==> src/rtl/base58_key_decoder_unit_macros.svh <==
// ---------------------------------------------------------------------------
// Assertion macros for the Base58 key decoder
// Shared concurrent assertion forms, clocked on clk and disabled in reset.
// ---------------------------------------------------------------------------
`ifndef BASE58_KEY_DECODER_UNIT_MACROS_SVH
`define BASE58_KEY_DECODER_UNIT_MACROS_SVH

// Same-cycle implication.
`define B58KD_ASSERT_NOW(label, ante, cons) \
  label: assert property (@(posedge clk) disable iff (!rst_n) (ante) |-> (cons)) \
    else $error("base58 key decoder: assertion failed");

// Next-cycle implication.
`define B58KD_ASSERT_NEXT(label, ante, cons) \
  label: assert property (@(posedge clk) disable iff (!rst_n) (ante) |=> (cons)) \
    else $error("base58 key decoder: assertion failed");

`endif

==> src/rtl/b58kd_pkg.sv <==
// ---------------------------------------------------------------------------
// Base58 key decoder package
// Types, constants and the digit decode function of the decoder.
// ---------------------------------------------------------------------------
package b58kd_pkg;

  localparam int ACC_W     = 256;
  localparam int WORD_W    = 64;
  localparam int KEY_WORDS = 4;
  localparam int PROD_W    = ACC_W + 6;

  localparam logic [1:0] LAST_IDX = 2'(KEY_WORDS - 1);

  typedef enum logic [1:0] {
    ST_OK       = 2'd0,
    ST_BAD_CHAR = 2'd1,
    ST_OVERFLOW = 2'd2,
    ST_EMPTY    = 2'd3
  } status_t;

  typedef struct packed {
    logic       ok;
    logic [5:0] value;
  } digit_t;

  typedef struct packed {
    logic               load;
    status_t            status;
    logic [ACC_W-1:0]   key;
  } done_t;

  // Bitcoin alphabet: 1-9, A-H, J-N, P-Z, a-k, m-z.
  function automatic digit_t digit_of(input logic [7:0] code);
    digit_t d;
    d.ok    = 1'b1;
    d.value = 6'd0;
    if (code >= 8'h31 && code <= 8'h39) begin
      d.value = 6'(code - 8'h31);
    end else if (code >= 8'h41 && code <= 8'h48) begin
      d.value = 6'(code - 8'h41 + 8'd9);
    end else if (code >= 8'h4a && code <= 8'h4e) begin
      d.value = 6'(code - 8'h4a + 8'd17);
    end else if (code >= 8'h50 && code <= 8'h5a) begin
      d.value = 6'(code - 8'h50 + 8'd22);
    end else if (code >= 8'h61 && code <= 8'h6b) begin
      d.value = 6'(code - 8'h61 + 8'd33);
    end else if (code >= 8'h6d && code <= 8'h7a) begin
      d.value = 6'(code - 8'h6d + 8'd44);
    end else begin
      d.ok = 1'b0;
    end
    return d;
  endfunction

endpackage

==> src/rtl/b58kd_if.sv <==
// ---------------------------------------------------------------------------
// Base58 key decoder channel interfaces
// Valid/ready channels for input characters and decoded key results.
// ---------------------------------------------------------------------------
interface b58kd_in_if;
  logic       valid;
  logic       ready;
  logic [7:0] char_code;
  logic       no_char;
  logic       end_of_text;

  modport source (output valid, output char_code, output no_char, output end_of_text,
                  input ready);
  modport sink (input valid, input char_code, input no_char, input end_of_text,
                output ready);
endinterface

interface b58kd_out_if;
  logic        valid;
  logic        ready;
  logic [1:0]  status;
  logic [1:0]  word_index;
  logic [63:0] key_word;
  logic        last_word;

  modport source (output valid, output status, output word_index, output key_word,
                  output last_word, input ready);
  modport sink (input valid, input status, input word_index, input key_word,
                input last_word, output ready);
endinterface

==> src/rtl/b58kd_accum.sv <==
// ---------------------------------------------------------------------------
// Base58 key decoder accumulator
// Input register, digit decode, multiply by 58 and add, sticky error flags.
// ---------------------------------------------------------------------------
module b58kd_accum
  import b58kd_pkg::*;
#(
  parameter int KEY_BYTES = 32
) (
  input  logic          clk,
  input  logic          rst_n,
  b58kd_in_if.sink      in_ch,
  input  logic          seq_free,
  output done_t         done
);

  localparam int LIMIT_BYTES = (KEY_BYTES > ACC_W / 8) ? ACC_W / 8 : KEY_BYTES;
  localparam int LIMIT_BITS  = LIMIT_BYTES * 8;
  localparam logic [ACC_W-1:0] LIMIT_MASK = {ACC_W{1'b1}} >> (ACC_W - LIMIT_BITS);

  logic              in_valid_r;
  logic [7:0]        char_r;
  logic              none_r;
  logic              last_r;
  logic [ACC_W-1:0]  acc_r, acc_nxt;
  logic              bad_r, bad_nxt;
  logic              ovf_r, ovf_nxt;
  logic              any_r, any_nxt;

  digit_t            dig;
  logic              take;
  logic              proceed;
  logic [PROD_W-1:0] acc_ext;
  logic [PROD_W-1:0] prod;
  logic              ovf_hit;
  logic [ACC_W-1:0]  acc_step;
  logic              bad_step, ovf_step, any_step;
  status_t           status_step;

  assign proceed     = in_valid_r && (!last_r || seq_free);
  assign in_ch.ready = !in_valid_r || proceed;

  always_comb begin
    dig     = digit_of(char_r);
    take    = !none_r && dig.ok && !bad_r;
    acc_ext = {6'd0, acc_r};
    // 58 = 64 - 4 - 2
    prod    = (acc_ext << 6) - (acc_ext << 2) - (acc_ext << 1) + PROD_W'(dig.value);
    ovf_hit = (|prod[PROD_W-1:ACC_W]) || (|(prod[ACC_W-1:0] & ~LIMIT_MASK));

    acc_step = take ? prod[ACC_W-1:0] : acc_r;
    bad_step = bad_r || (!none_r && !dig.ok);
    any_step = any_r || !none_r;
    ovf_step = ovf_r || (take && ovf_hit);

    if (!any_step) begin
      status_step = ST_EMPTY;
    end else if (bad_step) begin
      status_step = ST_BAD_CHAR;
    end else if (ovf_step) begin
      status_step = ST_OVERFLOW;
    end else begin
      status_step = ST_OK;
    end

    acc_nxt = acc_r;
    bad_nxt = bad_r;
    ovf_nxt = ovf_r;
    any_nxt = any_r;
    if (proceed) begin
      if (last_r) begin
        acc_nxt = '0;
        bad_nxt = 1'b0;
        ovf_nxt = 1'b0;
        any_nxt = 1'b0;
      end else begin
        acc_nxt = acc_step;
        bad_nxt = bad_step;
        ovf_nxt = ovf_step;
        any_nxt = any_step;
      end
    end

    done.load   = proceed && last_r;
    done.status = status_step;
    done.key    = (status_step == ST_OK) ? acc_step : '0;
  end

  always_ff @(posedge clk) begin
    if (!rst_n) begin
      in_valid_r <= 1'b0;
      acc_r      <= '0;
      bad_r      <= 1'b0;
      ovf_r      <= 1'b0;
      any_r      <= 1'b0;
    end else begin
      if (in_ch.ready) begin
        in_valid_r <= in_ch.valid;
      end
      acc_r <= acc_nxt;
      bad_r <= bad_nxt;
      ovf_r <= ovf_nxt;
      any_r <= any_nxt;
    end
  end

  always_ff @(posedge clk) begin
    if (in_ch.valid && in_ch.ready) begin
      char_r <= in_ch.char_code;
      none_r <= in_ch.no_char;
      last_r <= in_ch.end_of_text;
    end
  end

endmodule

==> src/rtl/b58kd_out_seq.sv <==
// ---------------------------------------------------------------------------
// Base58 key decoder result sequencer
// Holds a finished key or error and sends it out one 64-bit word at a time.
// ---------------------------------------------------------------------------
`include "base58_key_decoder_unit_macros.svh"

module b58kd_out_seq
  import b58kd_pkg::*;
(
  input  logic          clk,
  input  logic          rst_n,
  input  done_t         done,
  output logic          seq_free,
  b58kd_out_if.source   out_ch
);

  logic              out_valid_r;
  status_t           status_r;
  logic [1:0]        idx_r;
  logic [WORD_W-1:0] key_r [KEY_WORDS];
  logic              is_last;
  logic              xfer;

  assign is_last  = (status_r != ST_OK) || (idx_r == LAST_IDX);
  assign xfer     = out_valid_r && out_ch.ready;
  assign seq_free = !out_valid_r || (xfer && is_last);

  assign out_ch.valid      = out_valid_r;
  assign out_ch.status     = status_r;
  assign out_ch.word_index = idx_r;
  assign out_ch.key_word   = key_r[idx_r];
  assign out_ch.last_word  = is_last;

  always_ff @(posedge clk) begin
    if (!rst_n) begin
      out_valid_r <= 1'b0;
      idx_r       <= 2'd0;
      status_r    <= ST_OK;
    end else if (done.load) begin
      out_valid_r <= 1'b1;
      idx_r       <= 2'd0;
      status_r    <= done.status;
    end else if (xfer) begin
      if (is_last) begin
        out_valid_r <= 1'b0;
      end else begin
        idx_r <= idx_r + 2'd1;
      end
    end
  end

  always_ff @(posedge clk) begin
    if (done.load) begin
      for (int i = 0; i < KEY_WORDS; i++) begin
        key_r[i] <= done.key[(KEY_WORDS - 1 - i) * WORD_W +: WORD_W];
      end
    end
  end

  `B58KD_ASSERT_NOW(a_load_only_when_free, done.load, seq_free)
  `B58KD_ASSERT_NOW(a_error_single_word, out_valid_r && status_r != ST_OK,
                    idx_r == 2'd0 && is_last && out_ch.key_word == '0)
  `B58KD_ASSERT_NEXT(a_word_advance, xfer && !is_last && !done.load,
                     out_valid_r && idx_r == 2'($past(idx_r) + 2'd1))

endmodule

==> src/rtl/base58_key_decoder_unit.sv <==
// ---------------------------------------------------------------------------
// Base58 key decoder
// Decodes Bitcoin-alphabet Base58 text into a 256-bit key in 64-bit words.
// ---------------------------------------------------------------------------
// The input channel carries one character per transfer, with no_char for an
// item without a character and end_of_text on the final item of a text.
// Each character is registered, then multiplied into a 256-bit accumulator
// by 58 plus its digit value in the following cycle, so one character is
// taken every cycle while no final item waits.
// The final item yields four result transfers, word 0 most significant, or a
// single error transfer with a zero key word. The first result is offered
// from the output register, and words follow one a cycle while ready is high.
// The single output register holds one finished text. While it still has
// words to send, characters of the next text keep flowing; only the next
// final item waits in the input register, and the input stalls behind it.
// A receiver stall simply holds the current word.
// Synchronous reset empties both registers and clears the accumulator and
// the error flags.
// ---------------------------------------------------------------------------
module base58_key_decoder_unit
  import b58kd_pkg::*;
#(
  parameter int KEY_BYTES = 32
) (
  input  logic          clk,
  input  logic          rst_n,
  b58kd_in_if.sink      in_ch,
  b58kd_out_if.source   out_ch
);

  done_t done;
  logic  seq_free;

  b58kd_accum #(
    .KEY_BYTES (KEY_BYTES)
  ) u_accum (
    .clk      (clk),
    .rst_n    (rst_n),
    .in_ch    (in_ch),
    .seq_free (seq_free),
    .done     (done)
  );

  b58kd_out_seq u_out_seq (
    .clk      (clk),
    .rst_n    (rst_n),
    .done     (done),
    .seq_free (seq_free),
    .out_ch   (out_ch)
  );

endmodule
==> src/flat_wrapper.sv <==
// flat-port wrapper written by rule: the top's interface ports become plain ports
module base58_key_decoder_unit_flat import b58kd_pkg::*;
#(
  parameter int KEY_BYTES = 32
)
  (clk, rst_n, in_ch_valid, in_ch_char_code, in_ch_no_char, in_ch_end_of_text, in_ch_ready, out_ch_valid, out_ch_status, out_ch_word_index, out_ch_key_word, out_ch_last_word, out_ch_ready);
  b58kd_in_if in_ch_i ();
  b58kd_out_if out_ch_i ();
  input  logic clk;
  input  logic rst_n;
  input wire logic [$bits(in_ch_i.valid)-1:0] in_ch_valid;
  input wire logic [$bits(in_ch_i.char_code)-1:0] in_ch_char_code;
  input wire logic [$bits(in_ch_i.no_char)-1:0] in_ch_no_char;
  input wire logic [$bits(in_ch_i.end_of_text)-1:0] in_ch_end_of_text;
  output wire logic [$bits(in_ch_i.ready)-1:0] in_ch_ready;
  output wire logic [$bits(out_ch_i.valid)-1:0] out_ch_valid;
  output wire logic [$bits(out_ch_i.status)-1:0] out_ch_status;
  output wire logic [$bits(out_ch_i.word_index)-1:0] out_ch_word_index;
  output wire logic [$bits(out_ch_i.key_word)-1:0] out_ch_key_word;
  output wire logic [$bits(out_ch_i.last_word)-1:0] out_ch_last_word;
  input wire logic [$bits(out_ch_i.ready)-1:0] out_ch_ready;
  assign in_ch_i.valid = in_ch_valid;
  assign in_ch_i.char_code = in_ch_char_code;
  assign in_ch_i.no_char = in_ch_no_char;
  assign in_ch_i.end_of_text = in_ch_end_of_text;
  assign in_ch_ready = in_ch_i.ready;
  assign out_ch_valid = out_ch_i.valid;
  assign out_ch_status = out_ch_i.status;
  assign out_ch_word_index = out_ch_i.word_index;
  assign out_ch_key_word = out_ch_i.key_word;
  assign out_ch_last_word = out_ch_i.last_word;
  assign out_ch_i.ready = out_ch_ready;
  base58_key_decoder_unit #(.KEY_BYTES(KEY_BYTES)) u_core (.clk(clk), .rst_n(rst_n), .in_ch(in_ch_i), .out_ch(out_ch_i));
endmodule
==> config.mk <==
export PLATFORM = sky130hd
export DESIGN_NAME = base58_key_decoder_unit_flat
export DESIGN_NICKNAME = d
export VERILOG_FILES = /design/src/rtl/b58kd_pkg.sv /design/src/rtl/b58kd_if.sv /design/src/rtl/b58kd_accum.sv /design/src/rtl/b58kd_out_seq.sv /design/src/rtl/base58_key_decoder_unit.sv /design/src/flat_wrapper.sv
export VERILOG_INCLUDE_DIRS = /design/src /design/src/rtl
export SDC_FILE = /design/constraint.sdc
export NUM_CORES = 2
export LEC_CHECK = 0
export BUFFER_PORTS_ARGS = -buffer_cell sky130_fd_sc_hd__buf_4
export CAP_MARGIN = 0
export CORE_MARGIN = 2
export CORE_UTILIZATION = 30
export CTS_BUF_LIST = sky130_fd_sc_hd__clkbuf_4 sky130_fd_sc_hd__clkbuf_8 sky130_fd_sc_hd__clkbuf_16
export DETAILED_ROUTE_END_ITERATION = 8
export PLACE_DENSITY_LB_ADDON = 0.25
export SETUP_SLACK_MARGIN = 0.02
export SLEW_MARGIN = 10
export SYNTH_ARGS = -nofsm -noshare
export SYNTH_HDL_FRONTEND = slang
export SYNTH_SLANG_ARGS = --single-unit
==> constraint.sdc <==
create_clock -name clk -period 15.9 [get_ports clk]
set_clock_uncertainty 0.1 [all_clocks]
set_input_delay 3.975 -clock clk [delete_from_list [all_inputs] [get_ports clk]]
set_output_delay 3.975 -clock clk [all_outputs]
set_load 0.02 [all_outputs]
==> impl_results.md <==
* Arrival @ worst endpoint at 11.39 ns
* Relative slew slack at 0.152
* Routed len/inst at 27.7 microns
* Post-synth EDFFs at 266
* Synth async-reset ratio at 0
* Total Routing Usage GR at 0.258
* HPWL Detailed at 177 mm
* CTS Buffer Depth at 3
* Clock Sinks at 533
* Worst-Margin Slew at 1.26 ns
* Die area at 166,000 sq um
* Post-Place Setup Slack at 4.91 ns
* Final Cycle Share at 0.698
* Synth cell types at 89
* Synth area leader: edfxtp_1
* Drt drc at 0
* Iteration-0 DRC count of the detailed router at 5,129
* Routed wire length at 222 mm
* GPL Wtd Cong at 1.02
* Final worst-path setup slack at 4.80 ns
* Routed vias/inst at 5.77
* CTS-repair resized insts at 0
* Mapped Nets at 6,438
* I/O pin total at 85
* Slew Limit Fails at 0
* Routed Antenna Nets at 0
* Max stage delay on crit path at 0.76 ns
* Site Rows at 148
* YS warnings at 0
* Post-Syn Area at 48,900 sq um
* Starting Density at 0.301
* Setup TNS at 0 ns
* Crit path capture type: register
* Syn Area/Cell at 8.29 sq um
* Fin util at 0.332
* CTS tree: done
* Worst-path clk slew at 0.06 ns
* Capture point of the worst reg-to-reg path: u_core.u_out_seq.key_r[3][52]
* Routed via count at 46,200
* Outcome: finished, final reports clean
* Critical path launch point type: register
* Critical path type: register to register
* Setup-failing EPs final at 0
* CP Max Fanout at 66
* Final hold vios at 0
* RSZ-0062 raised after global routing: false
* Fmax at 90.1 MHz
* Share of the synthesized area in the top cell type at 0.163
* Setup Fix Bufs, Post-CTS at 0
* Count of non-filler cells in the finished layout at 8,007
* Die X-Extent at 408 microns
* Max_cap viols at 0
* Data required time of the worst path at 16.19 ns
* Share of cells above drive strength 1 at 0.0680
* Min Tclk post-route at 11.10 ns
* Root buf cell: clkbuf_16
* Length in cells of the worst reg-to-reg path at 30
* First-pass GRT wire length at 316 mm
* Worst min path class: register to register
* Post-synth top cells: a21oi_1 (880), nand2_1 (796), nor2_1 (393), inv_1 (339), o21ai_0 (339)
* Placed Instances at 7,867
* GR Overflow Total at 0
* Die Y at 408 microns
* Hold path start: u_core.u_accum.any_r
* Post-Syn Instances at 5,897
* Worst-skew pair later-pin latency at 0.69 ns
* Reg2Reg Launch Point: u_core.u_accum.char_r[1]
* Most common flop cell mapped by yosys: dfxtp_1
* Pin count of the biggest net entering global routing at 126
* Initial antenna violation count at 4
* Layout area overhead at 10.2%
* Hold path depth at 2
* DR pass1 iterations at 7
* CORE AREA at 162,000 sq um
* IO Port Bufs at 84
* Most common cell in the netlist: a21oi_1
* Num CTS Buffers at 71
* Crit-path slowest cell: a2111oi_0
* H-tree depth at 3
* Final #Nets at 6,306
* R2r setup slk at 4.80 ns
* Hold Path End: u_core.u_accum.any_r
* Seq/Total Area, Yosys at 0.273
* # hold bufs at CTS at 0
* Top post-synthesis cells by area: edfxtp_1 (16%), dfxtp_1 (11%), fa_1 (10%)
* Yosys reg bits at 533
* Number of global-route vias before repair at 43,800
## critical path: cells and delay by family (launching register included)
kind	cells	cell delay [ns]
AOI/OAI and AO/OA	12	4.70
adders and majority gates	3	1.27
buffers and inverters	4	1.54
DFF	1	0.54
and+or+nand+nor	11	2.51
## kinds of logic after synthesis
| kind of cell | after synthesis | synth area share |
|---|---|---|
| AO/OA/AOI/OAI | 1914 | 0.237 |
| XOR/XNOR | 254 | 0.0455 |
| adder cells (fa/ha/maj) | 527 | 0.174 |
| buffers and inverters | 677 | 0.0548 |
| flip-flops | 533 | 0.273 |
| multiplexers | 81 | 0.0330 |
| AND/OR/NAND/NOR | 1911 | 0.183 |
## state kept, by name (all words and copies together) (netlist names), 2 cells and up, named ones only
name,cells
u_core.u_accum.acc_r,256
u_core.u_out_seq.key_r,256
u_core.u_out_seq.out_ch.status,2
u_core.u_accum.char_r,8
u_core.u_out_seq.out_ch.word_index,2
## how the worst max path moves through the flow
stage / endpoint / cells after the start / start / slack [ns]
3_3_place_gp: u_core.u_out_seq.key_r[3][29] / 29 / u_core.u_accum.char_r[1] / 4.96
2_1_floorplan: u_core.u_out_seq.out_ch.status[1] / 9 / out_ch_ready / 5.49
4_1_cts: u_core.u_out_seq.key_r[3][52] / 30 / u_core.u_accum.char_r[1] / 4.89
3_5_place_dp: u_core.u_out_seq.key_r[3][52] / 30 / u_core.u_accum.char_r[1] / 4.91
6_report: u_core.u_out_seq.key_r[3][52] / 30 / u_core.u_accum.char_r[1] / 4.80
5_1_grt: u_core.u_out_seq.key_r[3][46] / 29 / u_core.u_accum.char_r[2] / 4.28
## metrics by stage
| step | area (sq um) | hold WS, ns |
|---|---|---|
| 2_1_floorplan | 48900 | 0.337 |
| 3_3_place_gp | 51300 | 0.351 |
| 3_5_place_dp | 51300 | 0.362 |
| 4_1_cts | 53900 | 0.376 |
| 5_1_grt | 53900 | 0.427 |
| 6_report | 53900 | 0.373 |
## metal layers
layer  up-vias  wire (microns)  global-route usage
met3       313           18400              0.0476
met5         -              13                   0
met1     23000          101000               0.373
met4         2           11100               0.115
li1      20800               -                   -
met2      2051           91300               0.372
## layout make-up
cell class	instances	area, sq um
fillers	17200	108000
clock inverters	28	405
multi-input cells	4687	32900
repair buffers	133	1010
inverters	339	1280
well taps	2175	2720
flip-flops and latches	533	13300
diodes	8	20.0
clock buffers	104	2170
## placed cells by master, fill, tap and decap left out, types with 64 or more instances in the layout
| cell type | instances |
|---|---|
| nor2_1 | 390 |
| nand4_1 | 150 |
| fa_1 | 255 |
| edfxtp_1 | 266 |
| o21bai_1 | 88 |
| buf_4 | 131 |
| xor2_1 | 101 |
| a21oi_1 | 880 |
| nor3_1 | 83 |
| clkbuf_16 | 77 |
| mux4_2 | 64 |
| inv_1 | 338 |
| a21o_1 | 149 |
| nor2b_1 | 190 |
| dfxtp_1 | 265 |
| nand2_1 | 794 |
| ha_1 | 272 |
| a22oi_1 | 70 |
| xnor2_1 | 153 |
| o21ai_0 | 338 |
Power is left out: the tool's default activity adds up to more than one toggle a clock period on the data nets, which glitch-free logic cannot reach.
